$ cat src/rtl/phd_pkg.sv
// shared types, constants and state codes of the proximity haptic driver
// no dependencies; used by every module of the block by scoped names
`default_nettype none

package phd_pkg;

    localparam int CFG_INDEX_W = 3;
    localparam int CFG_DATA_W  = 16;

    // register indexes of the configuration port
    localparam logic [CFG_INDEX_W-1:0] REG_FLEX_THR   = 3'd0;
    localparam logic [CFG_INDEX_W-1:0] REG_NAV_THR    = 3'd1;
    localparam logic [CFG_INDEX_W-1:0] REG_CLOSE_THR  = 3'd2;
    localparam logic [CFG_INDEX_W-1:0] REG_ALPHA      = 3'd3;
    localparam logic [CFG_INDEX_W-1:0] REG_DEBOUNCE   = 3'd4;
    localparam logic [CFG_INDEX_W-1:0] REG_MIN_PWM    = 3'd5;
    localparam logic [CFG_INDEX_W-1:0] REG_MAX_PWM    = 3'd6;
    localparam logic [CFG_INDEX_W-1:0] REG_START_MODE = 3'd7;

    // reset values of the registers
    localparam logic [11:0] FLEX_THR_RST   = 12'd500;
    localparam logic [9:0]  NAV_THR_RST    = 10'd80;
    localparam logic [9:0]  CLOSE_THR_RST  = 10'd4;
    localparam logic [8:0]  ALPHA_RST      = 9'd90;
    localparam logic [15:0] DEBOUNCE_RST   = 16'd200;
    localparam logic [7:0]  MIN_PWM_RST    = 8'd100;
    localparam logic [7:0]  MAX_PWM_RST    = 8'd255;
    localparam logic [1:0]  START_MODE_RST = 2'd1;

    // mode codes
    localparam logic [1:0] MODE_NAV   = 2'd1;
    localparam logic [1:0] MODE_CLOSE = 2'd2;

    localparam logic [8:0] ALPHA_ONE = 9'd256;

    // mm to cm: x / 10 == (x * 52429) >> 19 for every 13 bit x
    localparam logic [16:0] DIV10_RECIP = 17'd52429;
    localparam int          DIV10_SHIFT = 19;

    // duty quotient dividend width, one bit per divider step
    localparam int          DIV_W     = 18;
    localparam int          DIV_CNT_W = 5;
    localparam logic [DIV_CNT_W-1:0] DIV_STEPS = DIV_CNT_W'(DIV_W);

    typedef struct packed {
        logic        button_level;
        logic        sample_present;
        logic [11:0] flex_value;
        logic [12:0] range_mm;
        logic        out_of_range;
    } in_word_t;

    typedef struct packed {
        logic [7:0]  motor_pwm;
        logic [1:0]  current_mode;
        logic        mode_changed;
        logic [17:0] smoothed_distance;
        logic        distance_valid;
    } out_word_t;

    typedef enum logic [3:0] {
        ST_IDLE,
        ST_CONVERT,
        ST_FILT_A,
        ST_FILT_B,
        ST_DUTY_MUL,
        ST_DIVIDE,
        ST_DUTY_FIN,
        ST_EMIT
    } state_t;

    // controller to datapath
    typedef struct packed {
        logic accept;
        logic convert;
        logic filt_a;
        logic filt_b;
        logic duty_mul;
        logic div_step;
        logic duty_fin;
        logic emit;
    } cmd_t;

    // datapath to controller
    typedef struct packed {
        logic sample_live;
        logic filt_done_a;
        logic duty_skip;
        logic div_last;
        logic out_free;
    } status_t;

endpackage

`default_nettype wire

$ cat src/rtl/phd_ctrl.sv
// sequencer of the proximity haptic driver: steps one word through the datapath
// depends on phd_pkg
`default_nettype none

module phd_ctrl (
    input  wire logic            clk,
    input  wire logic            rst_n,
    input  wire logic            in_valid,
    input  wire phd_pkg::status_t status,
    output phd_pkg::cmd_t        cmd,
    output logic                 in_ready
);

    phd_pkg::state_t state_reg;
    phd_pkg::state_t state_next;

    always_ff @(posedge clk or negedge rst_n)
    begin
        if (!rst_n)
        begin
            state_reg <= phd_pkg::ST_IDLE;
        end
        else
        begin
            state_reg <= state_next;
        end
    end

    always_comb
    begin
        state_next = state_reg;
        unique case (state_reg)
            phd_pkg::ST_IDLE:
            begin
                if (in_valid)
                begin
                    state_next = status.sample_live ? phd_pkg::ST_CONVERT : phd_pkg::ST_EMIT;
                end
            end
            phd_pkg::ST_CONVERT:
            begin
                state_next = phd_pkg::ST_FILT_A;
            end
            phd_pkg::ST_FILT_A:
            begin
                state_next = status.filt_done_a ? phd_pkg::ST_DUTY_MUL : phd_pkg::ST_FILT_B;
            end
            phd_pkg::ST_FILT_B:
            begin
                state_next = phd_pkg::ST_DUTY_MUL;
            end
            phd_pkg::ST_DUTY_MUL:
            begin
                state_next = status.duty_skip ? phd_pkg::ST_EMIT : phd_pkg::ST_DIVIDE;
            end
            phd_pkg::ST_DIVIDE:
            begin
                if (status.div_last)
                begin
                    state_next = phd_pkg::ST_DUTY_FIN;
                end
            end
            phd_pkg::ST_DUTY_FIN:
            begin
                state_next = phd_pkg::ST_EMIT;
            end
            phd_pkg::ST_EMIT:
            begin
                if (status.out_free)
                begin
                    state_next = phd_pkg::ST_IDLE;
                end
            end
            default:
            begin
                state_next = phd_pkg::ST_IDLE;
            end
        endcase
    end

    always_comb
    begin
        cmd      = '0;
        in_ready = 1'b0;
        unique case (state_reg)
            phd_pkg::ST_IDLE:
            begin
                in_ready   = 1'b1;
                cmd.accept = in_valid;
            end
            phd_pkg::ST_CONVERT:  cmd.convert  = 1'b1;
            phd_pkg::ST_FILT_A:   cmd.filt_a   = 1'b1;
            phd_pkg::ST_FILT_B:   cmd.filt_b   = 1'b1;
            phd_pkg::ST_DUTY_MUL: cmd.duty_mul = 1'b1;
            phd_pkg::ST_DIVIDE:   cmd.div_step = 1'b1;
            phd_pkg::ST_DUTY_FIN: cmd.duty_fin = 1'b1;
            phd_pkg::ST_EMIT:     cmd.emit     = status.out_free;
            default:
            begin
                cmd = '0;
            end
        endcase
    end

endmodule

`default_nettype wire

$ cat src/rtl/phd_dp.sv
// datapath of the proximity haptic driver: registers, debounce, filter,
// serial duty divider and output register; depends on phd_pkg
`default_nettype none

module phd_dp (
    input  wire logic                              clk,
    input  wire logic                              rst_n,
    input  wire logic                              cfg_we,
    input  wire logic [phd_pkg::CFG_INDEX_W-1:0]   cfg_index,
    input  wire logic [phd_pkg::CFG_DATA_W-1:0]    cfg_data,
    input  wire phd_pkg::in_word_t                 in_data,
    input  wire phd_pkg::cmd_t                     cmd,
    input  wire logic                              out_ready,
    output phd_pkg::status_t                       status,
    output logic                                   out_valid,
    output phd_pkg::out_word_t                     out_data
);

    // configuration
    logic [11:0] flex_thr_reg;
    logic [9:0]  nav_thr_reg;
    logic [9:0]  close_thr_reg;
    logic [8:0]  alpha_reg;
    logic [15:0] debounce_reg;
    logic [7:0]  min_pwm_reg;
    logic [7:0]  max_pwm_reg;

    // state
    logic        mode_close_reg,   mode_close_next;
    logic        last_button_reg,  last_button_next;
    logic        deb_button_reg,   deb_button_next;
    logic [15:0] stable_cnt_reg,   stable_cnt_next;
    logic [17:0] filter_reg,       filter_next;
    logic        filter_ok_reg,    filter_ok_next;
    logic [7:0]  pwm_reg,          pwm_next;
    logic        changed_reg,      changed_next;
    logic        out_valid_reg,    out_valid_next;
    logic [phd_pkg::DIV_CNT_W-1:0] cnt_reg, cnt_next;

    // payload
    logic [12:0]              range_reg;
    logic                     oor_reg;
    logic [9:0]               raw_reg;
    logic [26:0]              prod_a_reg;
    logic [phd_pkg::DIV_W-1:0] quo_reg,  quo_next;
    logic [9:0]               rem_reg,  rem_next;
    logic                     neg_reg,  neg_next;
    phd_pkg::out_word_t       out_reg;

    logic [15:0] stable_calc;
    logic [8:0]  alpha_sat;
    logic [8:0]  alpha_inv;
    logic [9:0]  thr;
    logic [29:0] div10_prod;
    logic [27:0] filt_sum;
    logic [9:0]  dist_cm;
    logic [9:0]  diff;
    logic signed [8:0]  span;
    logic signed [19:0] duty_prod;
    logic [19:0] duty_mag;
    logic        eligible;
    logic [10:0] trial;
    logic signed [10:0] quo_s;
    logic signed [10:0] duty_s;

    assign alpha_sat = (alpha_reg > phd_pkg::ALPHA_ONE) ? phd_pkg::ALPHA_ONE : alpha_reg;
    assign alpha_inv = phd_pkg::ALPHA_ONE - alpha_sat;
    assign thr       = mode_close_reg ? close_thr_reg : nav_thr_reg;

    assign div10_prod = 30'(range_reg) * 30'(phd_pkg::DIV10_RECIP);
    assign filt_sum   = 28'(prod_a_reg) + 28'(alpha_inv) * 28'(filter_reg) + 28'd128;

    assign dist_cm   = filter_reg[17:8];
    assign diff      = thr - dist_cm;
    assign span      = $signed({1'b0, max_pwm_reg}) - $signed({1'b0, min_pwm_reg});
    assign duty_prod = $signed({9'd0, diff}) * 20'(span);
    assign duty_mag  = duty_prod[19] ? 20'(-duty_prod) : 20'(duty_prod);
    assign eligible  = filter_ok_reg && (filter_reg != '0) && (thr != '0)
                     && (filter_reg < {thr, 8'd0});

    assign trial  = {rem_reg, quo_reg[phd_pkg::DIV_W-1]};
    assign quo_s  = neg_reg ? -$signed({1'b0, quo_reg[9:0]}) : $signed({1'b0, quo_reg[9:0]});
    assign duty_s = $signed({3'd0, min_pwm_reg}) + quo_s;

    assign stable_calc = (in_data.button_level != last_button_reg) ? 16'd0 :
                         (stable_cnt_reg != 16'hFFFF) ? stable_cnt_reg + 16'd1 : stable_cnt_reg;

    always_comb
    begin
        mode_close_next  = mode_close_reg;
        last_button_next = last_button_reg;
        deb_button_next  = deb_button_reg;
        stable_cnt_next  = stable_cnt_reg;
        filter_next      = filter_reg;
        filter_ok_next   = filter_ok_reg;
        pwm_next         = pwm_reg;
        changed_next     = changed_reg;
        cnt_next         = cnt_reg;
        quo_next         = quo_reg;
        rem_next         = rem_reg;
        neg_next         = neg_reg;
        out_valid_next   = out_valid_reg && !out_ready;

        if (cfg_we && (cfg_index == phd_pkg::REG_START_MODE))
        begin
            mode_close_next = (cfg_data[1:0] == phd_pkg::MODE_CLOSE);
        end

        if (cmd.accept)
        begin
            stable_cnt_next  = stable_calc;
            last_button_next = in_data.button_level;
            changed_next     = 1'b0;
            if ((stable_calc >= debounce_reg) && (in_data.button_level != deb_button_reg))
            begin
                deb_button_next = in_data.button_level;
                if (!in_data.button_level)
                begin
                    mode_close_next = !mode_close_reg;
                    changed_next    = 1'b1;
                end
            end
            // sensing switched off by the flex reading
            if (in_data.sample_present && (in_data.flex_value <= flex_thr_reg))
            begin
                filter_next    = '0;
                filter_ok_next = 1'b0;
                pwm_next       = '0;
            end
        end

        if (cmd.filt_a)
        begin
            if (oor_reg || (raw_reg == '0))
            begin
                filter_next    = '0;
                filter_ok_next = 1'b0;
            end
            else if (!filter_ok_reg)
            begin
                filter_next    = {raw_reg, 8'd0};
                filter_ok_next = 1'b1;
            end
        end

        if (cmd.filt_b)
        begin
            filter_next = filt_sum[25:8];
        end

        if (cmd.duty_mul)
        begin
            quo_next = duty_mag[phd_pkg::DIV_W-1:0];
            rem_next = '0;
            neg_next = duty_prod[19];
            cnt_next = phd_pkg::DIV_STEPS;
            if (!eligible)
            begin
                pwm_next = '0;
            end
        end

        // restoring divide by the threshold, one quotient bit a cycle
        if (cmd.div_step)
        begin
            cnt_next = cnt_reg - 1'b1;
            if (trial >= {1'b0, thr})
            begin
                rem_next = 10'(trial - {1'b0, thr});
                quo_next = {quo_reg[phd_pkg::DIV_W-2:0], 1'b1};
            end
            else
            begin
                rem_next = trial[9:0];
                quo_next = {quo_reg[phd_pkg::DIV_W-2:0], 1'b0};
            end
        end

        if (cmd.duty_fin)
        begin
            if (duty_s < 0)
            begin
                pwm_next = '0;
            end
            else if (duty_s > $signed({3'd0, max_pwm_reg}))
            begin
                pwm_next = max_pwm_reg;
            end
            else
            begin
                pwm_next = duty_s[7:0];
            end
        end

        if (cmd.emit)
        begin
            out_valid_next = 1'b1;
        end
    end

    always_ff @(posedge clk or negedge rst_n)
    begin
        if (!rst_n)
        begin
            flex_thr_reg    <= phd_pkg::FLEX_THR_RST;
            nav_thr_reg     <= phd_pkg::NAV_THR_RST;
            close_thr_reg   <= phd_pkg::CLOSE_THR_RST;
            alpha_reg       <= phd_pkg::ALPHA_RST;
            debounce_reg    <= phd_pkg::DEBOUNCE_RST;
            min_pwm_reg     <= phd_pkg::MIN_PWM_RST;
            max_pwm_reg     <= phd_pkg::MAX_PWM_RST;
            mode_close_reg  <= (phd_pkg::START_MODE_RST == phd_pkg::MODE_CLOSE);
            last_button_reg <= 1'b1;
            deb_button_reg  <= 1'b1;
            stable_cnt_reg  <= '0;
            filter_reg      <= '0;
            filter_ok_reg   <= 1'b0;
            pwm_reg         <= '0;
            changed_reg     <= 1'b0;
            cnt_reg         <= '0;
            out_valid_reg   <= 1'b0;
        end
        else
        begin
            if (cfg_we)
            begin
                unique case (cfg_index)
                    phd_pkg::REG_FLEX_THR:   flex_thr_reg  <= cfg_data[11:0];
                    phd_pkg::REG_NAV_THR:    nav_thr_reg   <= cfg_data[9:0];
                    phd_pkg::REG_CLOSE_THR:  close_thr_reg <= cfg_data[9:0];
                    phd_pkg::REG_ALPHA:      alpha_reg     <= cfg_data[8:0];
                    phd_pkg::REG_DEBOUNCE:   debounce_reg  <= cfg_data;
                    phd_pkg::REG_MIN_PWM:    min_pwm_reg   <= cfg_data[7:0];
                    phd_pkg::REG_MAX_PWM:    max_pwm_reg   <= cfg_data[7:0];
                    phd_pkg::REG_START_MODE: ;
                    default: ;
                endcase
            end
            mode_close_reg  <= mode_close_next;
            last_button_reg <= last_button_next;
            deb_button_reg  <= deb_button_next;
            stable_cnt_reg  <= stable_cnt_next;
            filter_reg      <= filter_next;
            filter_ok_reg   <= filter_ok_next;
            pwm_reg         <= pwm_next;
            changed_reg     <= changed_next;
            cnt_reg         <= cnt_next;
            out_valid_reg   <= out_valid_next;
        end
    end

    always_ff @(posedge clk)
    begin
        if (cmd.accept)
        begin
            range_reg <= in_data.range_mm;
            oor_reg   <= in_data.out_of_range;
        end
        if (cmd.convert)
        begin
            raw_reg <= div10_prod[phd_pkg::DIV10_SHIFT+9:phd_pkg::DIV10_SHIFT];
        end
        if (cmd.filt_a)
        begin
            prod_a_reg <= 27'(alpha_sat) * 27'({raw_reg, 8'd0});
        end
        quo_reg <= quo_next;
        rem_reg <= rem_next;
        neg_reg <= neg_next;
        if (cmd.emit)
        begin
            out_reg.motor_pwm         <= pwm_reg;
            out_reg.current_mode      <= mode_close_reg ? phd_pkg::MODE_CLOSE
                                                        : phd_pkg::MODE_NAV;
            out_reg.mode_changed      <= changed_reg;
            out_reg.smoothed_distance <= filter_ok_reg ? filter_reg : 18'd0;
            out_reg.distance_valid    <= filter_ok_reg;
        end
    end

    assign status.sample_live = in_data.sample_present && (in_data.flex_value > flex_thr_reg);
    assign status.filt_done_a = oor_reg || (raw_reg == '0) || !filter_ok_reg;
    assign status.duty_skip   = !eligible;
    assign status.div_last    = (cnt_reg == phd_pkg::DIV_CNT_W'(1));
    assign status.out_free    = !out_valid_reg || out_ready;

    assign out_valid = out_valid_reg;
    assign out_data  = out_reg;

endmodule

`default_nettype wire

$ cat src/rtl/proximity_haptic_driver.sv
// top level of the proximity haptic driver: sequencer plus datapath
// depends on phd_pkg, phd_ctrl and phd_dp
`default_nettype none

// One input word per sensor tick: the button level is debounced and a
// debounced press toggles navigation and close range mode; a sample with a
// live flex reading is converted to cm, smoothed in Q10.8 and turned into a
// motor duty below the active threshold. Words are taken one at a time. A
// word without a live sample (none present, or flex at or below its
// threshold) goes straight to its result word; a live sample that gives no
// duty passes conversion, filter and duty multiply; one below the threshold
// also passes the 18 step serial divider that divides the duty ramp by the
// threshold. Smoothing into an already valid filter adds a second filter
// step to a live sample. The result waits in an output register, so the
// next word is accepted while the last one is unread. Configuration writes
// take effect at once; the user must make them while idle (not enforced).
module proximity_haptic_driver (
    input  wire logic                              clk,
    input  wire logic                              rst_n,
    input  wire logic                              in_valid,
    output logic                                   in_ready,
    input  wire phd_pkg::in_word_t                 in_data,
    output logic                                   out_valid,
    input  wire logic                              out_ready,
    output phd_pkg::out_word_t                     out_data,
    input  wire logic                              cfg_we,
    input  wire logic [phd_pkg::CFG_INDEX_W-1:0]   cfg_index,
    input  wire logic [phd_pkg::CFG_DATA_W-1:0]    cfg_data
);

    phd_pkg::cmd_t    cmd;
    phd_pkg::status_t status;

    phd_ctrl u_ctrl (
        .clk      (clk),
        .rst_n    (rst_n),
        .in_valid (in_valid),
        .status   (status),
        .cmd      (cmd),
        .in_ready (in_ready)
    );

    phd_dp u_dp (
        .clk       (clk),
        .rst_n     (rst_n),
        .cfg_we    (cfg_we),
        .cfg_index (cfg_index),
        .cfg_data  (cfg_data),
        .in_data   (in_data),
        .cmd       (cmd),
        .out_ready (out_ready),
        .status    (status),
        .out_valid (out_valid),
        .out_data  (out_data)
    );

endmodule

`default_nettype wire

$ cat config.mk
export PLATFORM = sky130hd
export DESIGN_NAME = proximity_haptic_driver
export DESIGN_NICKNAME = d
export VERILOG_FILES = /design/src/rtl/phd_pkg.sv /design/src/rtl/phd_ctrl.sv /design/src/rtl/phd_dp.sv /design/src/rtl/proximity_haptic_driver.sv
export SDC_FILE = /design/constraint.sdc
export NUM_CORES = 1
export LEC_CHECK = 0
export BUFFER_PORTS_ARGS = -buffer_cell sky130_fd_sc_hd__buf_4
export CORE_MARGIN = 2
export CORE_UTILIZATION = 65
export DETAILED_ROUTE_END_ITERATION = 8
export PLACE_DENSITY_LB_ADDON = 0.2
export SYNTH_ARGS = -nofsm -noshare
export SYNTH_HDL_FRONTEND = slang
export SYNTH_SLANG_ARGS = --single-unit
$ cat constraint.sdc
create_clock -name clk -period 10.1 [get_ports clk]
set_input_delay 3.03 -clock clk [delete_from_list [all_inputs] [get_ports clk]]
set_output_delay 3.03 -clock clk [all_outputs]
set_load 0.02 [all_outputs]
Word-level counts from Yosys, hierarchy flattened

Cells that the tools add are included.

Word-level logic and storage cells: 161
Input port bits: 52
Register bits: 231
Output and inout bits: 32

Multipliers: 4
$add $sub $neg: 11
Equal/unequal tests: 22
Multiplexer cells: 56
Reductions and logical operators: 30
Order comparisons: 8

Operator list:

| kind                                                                   | count |
|---|---|
| 18-bit 2-to-1 mux                                                      | 9 |
| 8-bit 2-to-1 mux                                                       | 7 |
| 10-bit 2-to-1 mux                                                      | 4 |
| 16-bit 2-to-1 mux                                                      | 2 |
| 4-bit case mux with 8 select lines                                     | 1 |
| 13-bit by 16-bit multiplier with 29-bit output (second input constant) | 1 |
| 26-bit adder                                                           | 1 |
| 26-bit by 8-bit adder with 26-bit output (second input constant)       | 1 |
| 9-bit by 18-bit multiplier with 26-bit output                          | 1 |
| 1-bit 2-to-1 mux                                                       | 22 |
| 11-bit by 9-bit multiplier with 20-bit output                          | 1 |
| 10-bit subtractor                                                      | 2 |
| 18-bit less-than comparator                                            | 1 |
| 9-bit by 10-bit multiplier with 18-bit output                          | 1 |
| 18-bit negator                                                         | 1 |
| 18-bit nonzero test                                                    | 1 |
| 16-bit by 1-bit adder with 16-bit output (second input constant)       | 1 |
| 4-bit by 3-bit equality test with 1-bit output (second input constant) | 4 |
| 16-bit >= comparator                                                   | 1 |
| 16-bit != test (second input constant)                                 | 1 |
| 2-bit AND reduction                                                    | 8 |
| 3-bit equality test (second input constant)                            | 4 |
| 12-bit greater-than comparator                                         | 1 |
| 12-bit <= comparator                                                   | 1 |
| other kinds (33)                                                       | 54 |

Depth between registers and ports, before layout

Depth after elaboration: 8
Gate-level depth with buffers: 33
Mapped depth without buffers: 32

Hierarchy

Synthesis repeated with hierarchy kept, for this count alone.

Cell total of the unflattened synthesis: 2734
Area, all modules: 26317.7 um^2

Modules (own cells, without submodules):

| module   | cells an instance | times used | seq. area each (um^2) | area an instance (um^2) |
|---|---|---|---|---|
| phd_dp   | 2698              | 1          | 6222.2                | 26030.0 |
| phd_ctrl | 36                | 1          | 75.1                  | 287.8 |

Least setup slack after synthesis

No wires, ideal clock.

Kind: reg-to-reg
Start: register u_dp.mode_close_reg
End: register u_dp.quo_reg[17] (netlist name), data pin
Path buffers: 1
Arrival: 7.700 ns
Slack: 2.129 ns
Period minus slack after synthesis: 7.971 ns
Setup time: 0.271 ns
Required time: 9.829 ns
Cell stages (with the launch flop): 34
Cell sequence: dfrtp_1 buf_2 mux2_2 inv_1 ha_1 inv_1 fa_1 nand3_1 nand2_1 nand2_1 nand2_1 a21o_1 a21o_1 a21o_1 xor2_1 nand2b_1 fa_1 inv_1 fa_1 fa_1 fa_1 inv_1 fa_1 inv_1 ha_1 o21a_1 a211o_1 a211o_1 o211ai_2 nand4_4 or4_1 o211a_1 xnor2_1 a21oi_1

Word-level cells in the longest chain between the ends: 7

RTL lines:

| what                                              | line          | RTL |
|---|---|---|
| from (decl)                                       | phd_dp.sv:29  | `logic mode_close_reg, mode_close_next;` |
| from (signal assigned)                            | phd_dp.sv:212 | `mode_close_reg <= (phd_pkg::START_MODE_RST == phd_pkg::MODE_CLOSE);` |
| from (signal assigned)                            | phd_dp.sv:239 | `mode_close_reg <= mode_close_next;` |
| 10-bit 2-to-1 mux (*)                             | phd_dp.sv:68  | `assign thr = mode_close_reg ? close_thr_reg : nav_thr_reg;` |
| 10-bit subtractor (*)                             | phd_dp.sv:74  | `assign diff = thr - dist_cm;` |
| 11-bit by 9-bit multiplier with 20-bit output (*) | phd_dp.sv:76  | `assign duty_prod = $signed({9'd0, diff}) * 20'(span);` |
| 18-bit negator                                    | phd_dp.sv:77  | `assign duty_mag = duty_prod[19] ? 20'(-duty_prod) : 20'(duty_prod);` |
| 18-bit 2-to-1 mux (*)                             | phd_dp.sv:77  |  |
| 18-bit 2-to-1 mux (*)                             | phd_dp.sv:151 | `if (cmd.duty_mul)` |
| 18-bit 2-to-1 mux (*)                             | phd_dp.sv:164 | `if (cmd.div_step)` |
| named net u_dp.quo_next, one bit                  | phd_dp.sv:45  | `logic [phd_pkg::DIV_W-1:0] quo_reg, quo_next;` |
| to (signal assigned)                              | phd_dp.sv:267 | `quo_reg <= quo_next;` |
| to (decl)                                         | phd_dp.sv:45  |  |

Mark *: on every way through the listed nets, which the timed path passes. The rest lies on a longest branch. The select of a mux whose other input is x is not followed.
A chain may end at the register's enable or synchronous reset.

Worst setup path after layout

Ends and elaborated chain as after synthesis.

==> impl_metrics.py <==
metrics = {
    "timing": {
        "max_freq_mhz": 116,
        "fin_crit_ps": 8650,
        "fin_setup_tns_ps": 0,
        "slew_headroom": 0.204,
        "finalHoldViolCount": 0,
        "setup_viol": 0,
        "fin_crit_sh": 0.856,
        "rsz0062_at_grt": "no",
        "skew_ps": 23.3,
        "finalMaxSlewViolations": 0,
        "tightest_slew_ps": 1190,
    },
    "synth": {
        "synth_area_leaders": "fa_1 (22%), ha_1 (14%), edfxtp_1 (12%)",
        "yosysSeqAreaShare": 0.240,
        "ys_ff_latch": 230,
        "yosys_warnings": 0,
        "syn_avg_cell_area_um2": 9.69,
        "postSynthCellCount": 2710,
        "synth_edf_count": 101,
        "async_flop_share": 0.561,
        "synth_fp_nets": 3360,
        "synthFlopType": "edfxtp_1",
        "netlist_area_mm2": 0.0263,
        "yosys.area.top_type_share": 0.224,
        "synth_area_leader_cell": "fa_1",
        "synth.distinct_cells": 83,
    },
    "die": {
        "die-height_um": 205,
        "core_area_mm2": 0.0398,
        "dieArea_mm2": 0.0420,
        "die_w_um": 205,
        "num_rows": 73,
        "initial_core_util": 0.659,
        "io_pins": 84,
    },
    "min_path": {
        "hold_path_class": "flop to flop",
        "hold_depth": 0,
        "hold_start": "u_dp.pwm_reg[6]",
    },
    "layout": {
        "areaGrowthSynthToFinish_pct": 8.19,
        "nFillCells": 2997,
        "layout_commonest_cell": "inv_1",
        "largest_register_ffs": 30,
        "final_layout_size_suffix_gt1_frac": 0.105,
        "final_cell_mix": "inv_1 (436), ha_1 (304), fa_1 (294), nand2_1 (264), nor2_1 (147)",
        "nets": 3411,
        "n_antenna_cell": 0,
    },
    "clocking": {
        "ctsLongestPathBuffers": 3,
        "numCtsBuffers": 27,
        "cts_tree": "built",
        "cts_num_sinks": 230,
        "clock_latency_ps": 590,
        "clk_pin_slew_ps": 60,
        "cts_hold_buf": 0,
        "cts_setup_buffers": 0,
        "post_cts_resized": 0,
        "root_buffer": "clkbuf_16",
        "cts_max_level": 1,
    },
    "placed_design": {
        "port_buffers": 83,
        "dpl.hpwl_um": 48100,
        "place.gp.congestion": 0.939,
    },
    "critical_path": {
        "critPathMaxStageDelay_ps": 660,
        "r2r-end": "u_dp.quo_reg[17]",
        "crit_cells": 32,
        "worstPathArrival_ps": 8960,
        "startpoint_type": "flop",
        "path_buf_inv": 5,
        "crit_required_ps": 10420,
        "rr_worst_depth": 32,
        "critical_path_class": "flop to flop",
        "cpMaxStageDelayCell": "dfrtp_1",
        "end_kind": "flop",
        "critPathMostFrequentCell": "fa_1",
        "r2r_slack_ps": 1450,
        "r2r-start": "u_dp.mode_close_reg",
        "endpoint": "u_dp.quo_reg[17]",
        "cp_max_fo": 13,
        "cpLargestDelayFamily": "adder cells",
        "critPathLaunch": "u_dp.mode_close_reg",
    },
    "global_route": {
        "grt_max_degree": 77,
        "grt_overflow": 0,
        "grt_usage": 0.309,
        "grt_pass1_wl_um": 103000,
        "antenna_found_initial": 0,
        "grt_pass1_vias": 20700,
    },
    "drt": {
        "ant_nets": 0,
        "remaining_drc_errors": 0,
        "routed_via_density": 5.85,
        "detailedRoute.firstPassIterationCount": 6,
        "vias": 19300,
        "drt_wl_total_um": 61500,
        "drt-wirelength-per-cell_um": 18.6,
        "drt_iter0_drc": 1152,
    },
    "run": {
        "cap_violations": 0,
    },
    "status": {
        "status": "completed",
    },
}
## worst register-to-register path, delay by kind of cell (launching register included)
family	cells	cell delay (ps)
AOI/OAI and AO/OA	9	1870
adders and majority gates	8	3430
muxes	1	440
and+or+nand+nor	7	1190
DFF	1	660
buffers and inverters	5	270
xor gates and xnor gates	2	540
## logic make-up after synthesis
group / share of synthesized area
simple gates: 0.152
fa+ha+maj: 0.369
buf+inv: 0.0753
compound gates: 0.0858
flops: 0.240
xor+xnor: 0.0419
mux: 0.0359
## routing by layer
layer	GRT usage	up-vias	share of wire
li1	-	8951	-
met1	0.402	9622	0.41
met2	0.530	640	0.49
met3	0.0531	118	0.068
met4	0.0956	0	0.027
met5	0	-	0
## metrics by stage
step | hold WS (ps) | utilization | cell area [um2] | setup slack, ps | std cells
floorplan | 425 | - | 26300 | 2130 | 2710
global placement | 431 | 0.689 | 27400 | 1670 | 3257
detailed placement | 431 | 0.689 | 27400 | 1560 | 3257
CTS | 446 | 0.713 | 28400 | 1510 | 3307
global route | 454 | 0.713 | 28400 | 969 | 3307
finish | 446 | 0.713 | 28400 | 1450 | 3307
## how the worst min path moves through the flow
stage | endpoint
after detailed placement | u_dp.out_data[27]
after global placement | u_dp.out_data[25]
after CTS | u_dp.out_data[27]
final | u_dp.out_data[28]
after floorplan | u_dp.out_data[22]
after global routing | u_dp.out_data[29]
## Yosys cell counts (all sizes together) (5+ instances only)
| cell type | n |
|---|---|
| a2111oi | 6 |
| a211o | 12 |
| a211oi | 9 |
| a21boi | 10 |
| a21o | 34 |
| a21oi | 65 |
| a22oi | 9 |
| a31oi | 9 |
| and2 | 143 |
| and3 | 7 |
| buf | 8 |
| clkbuf | 80 |
| dfrtp | 100 |
| dfstp | 29 |
| edfxtp | 101 |
| fa | 294 |
| ha | 304 |
| inv | 437 |
| mux2 | 66 |
| mux2i | 20 |
| nand2 | 265 |
| nand2b | 37 |
| nand3 | 29 |
| nand4 | 17 |
| nand4b | 5 |
| nor2 | 147 |
| nor2b | 38 |
| nor3 | 41 |
| nor3b | 7 |
| nor4 | 16 |
| o211ai | 10 |
| o21a | 15 |
| o21ai | 108 |
| o21bai | 5 |
| o22ai | 13 |
| o31ai | 13 |
| or2 | 20 |
| or3 | 13 |
| or4 | 5 |
| xnor2 | 83 |
| xor2 | 41 |
## area by class of cell
cell class,instances,area [um2],share of cell area
repair buffers,110,826,0.0291
inverters,437,1640,0.0577
flip-flops and latches,230,6300,0.222
clock inverters,16,211,0.00744
multi-input cells,1955,18000,0.634
well taps,525,657,0.0231
clock buffers,34,773,0.0272
Power is not shown: default switching activity piles up to over one toggle a cycle in this logic, so the estimate is an artifact.
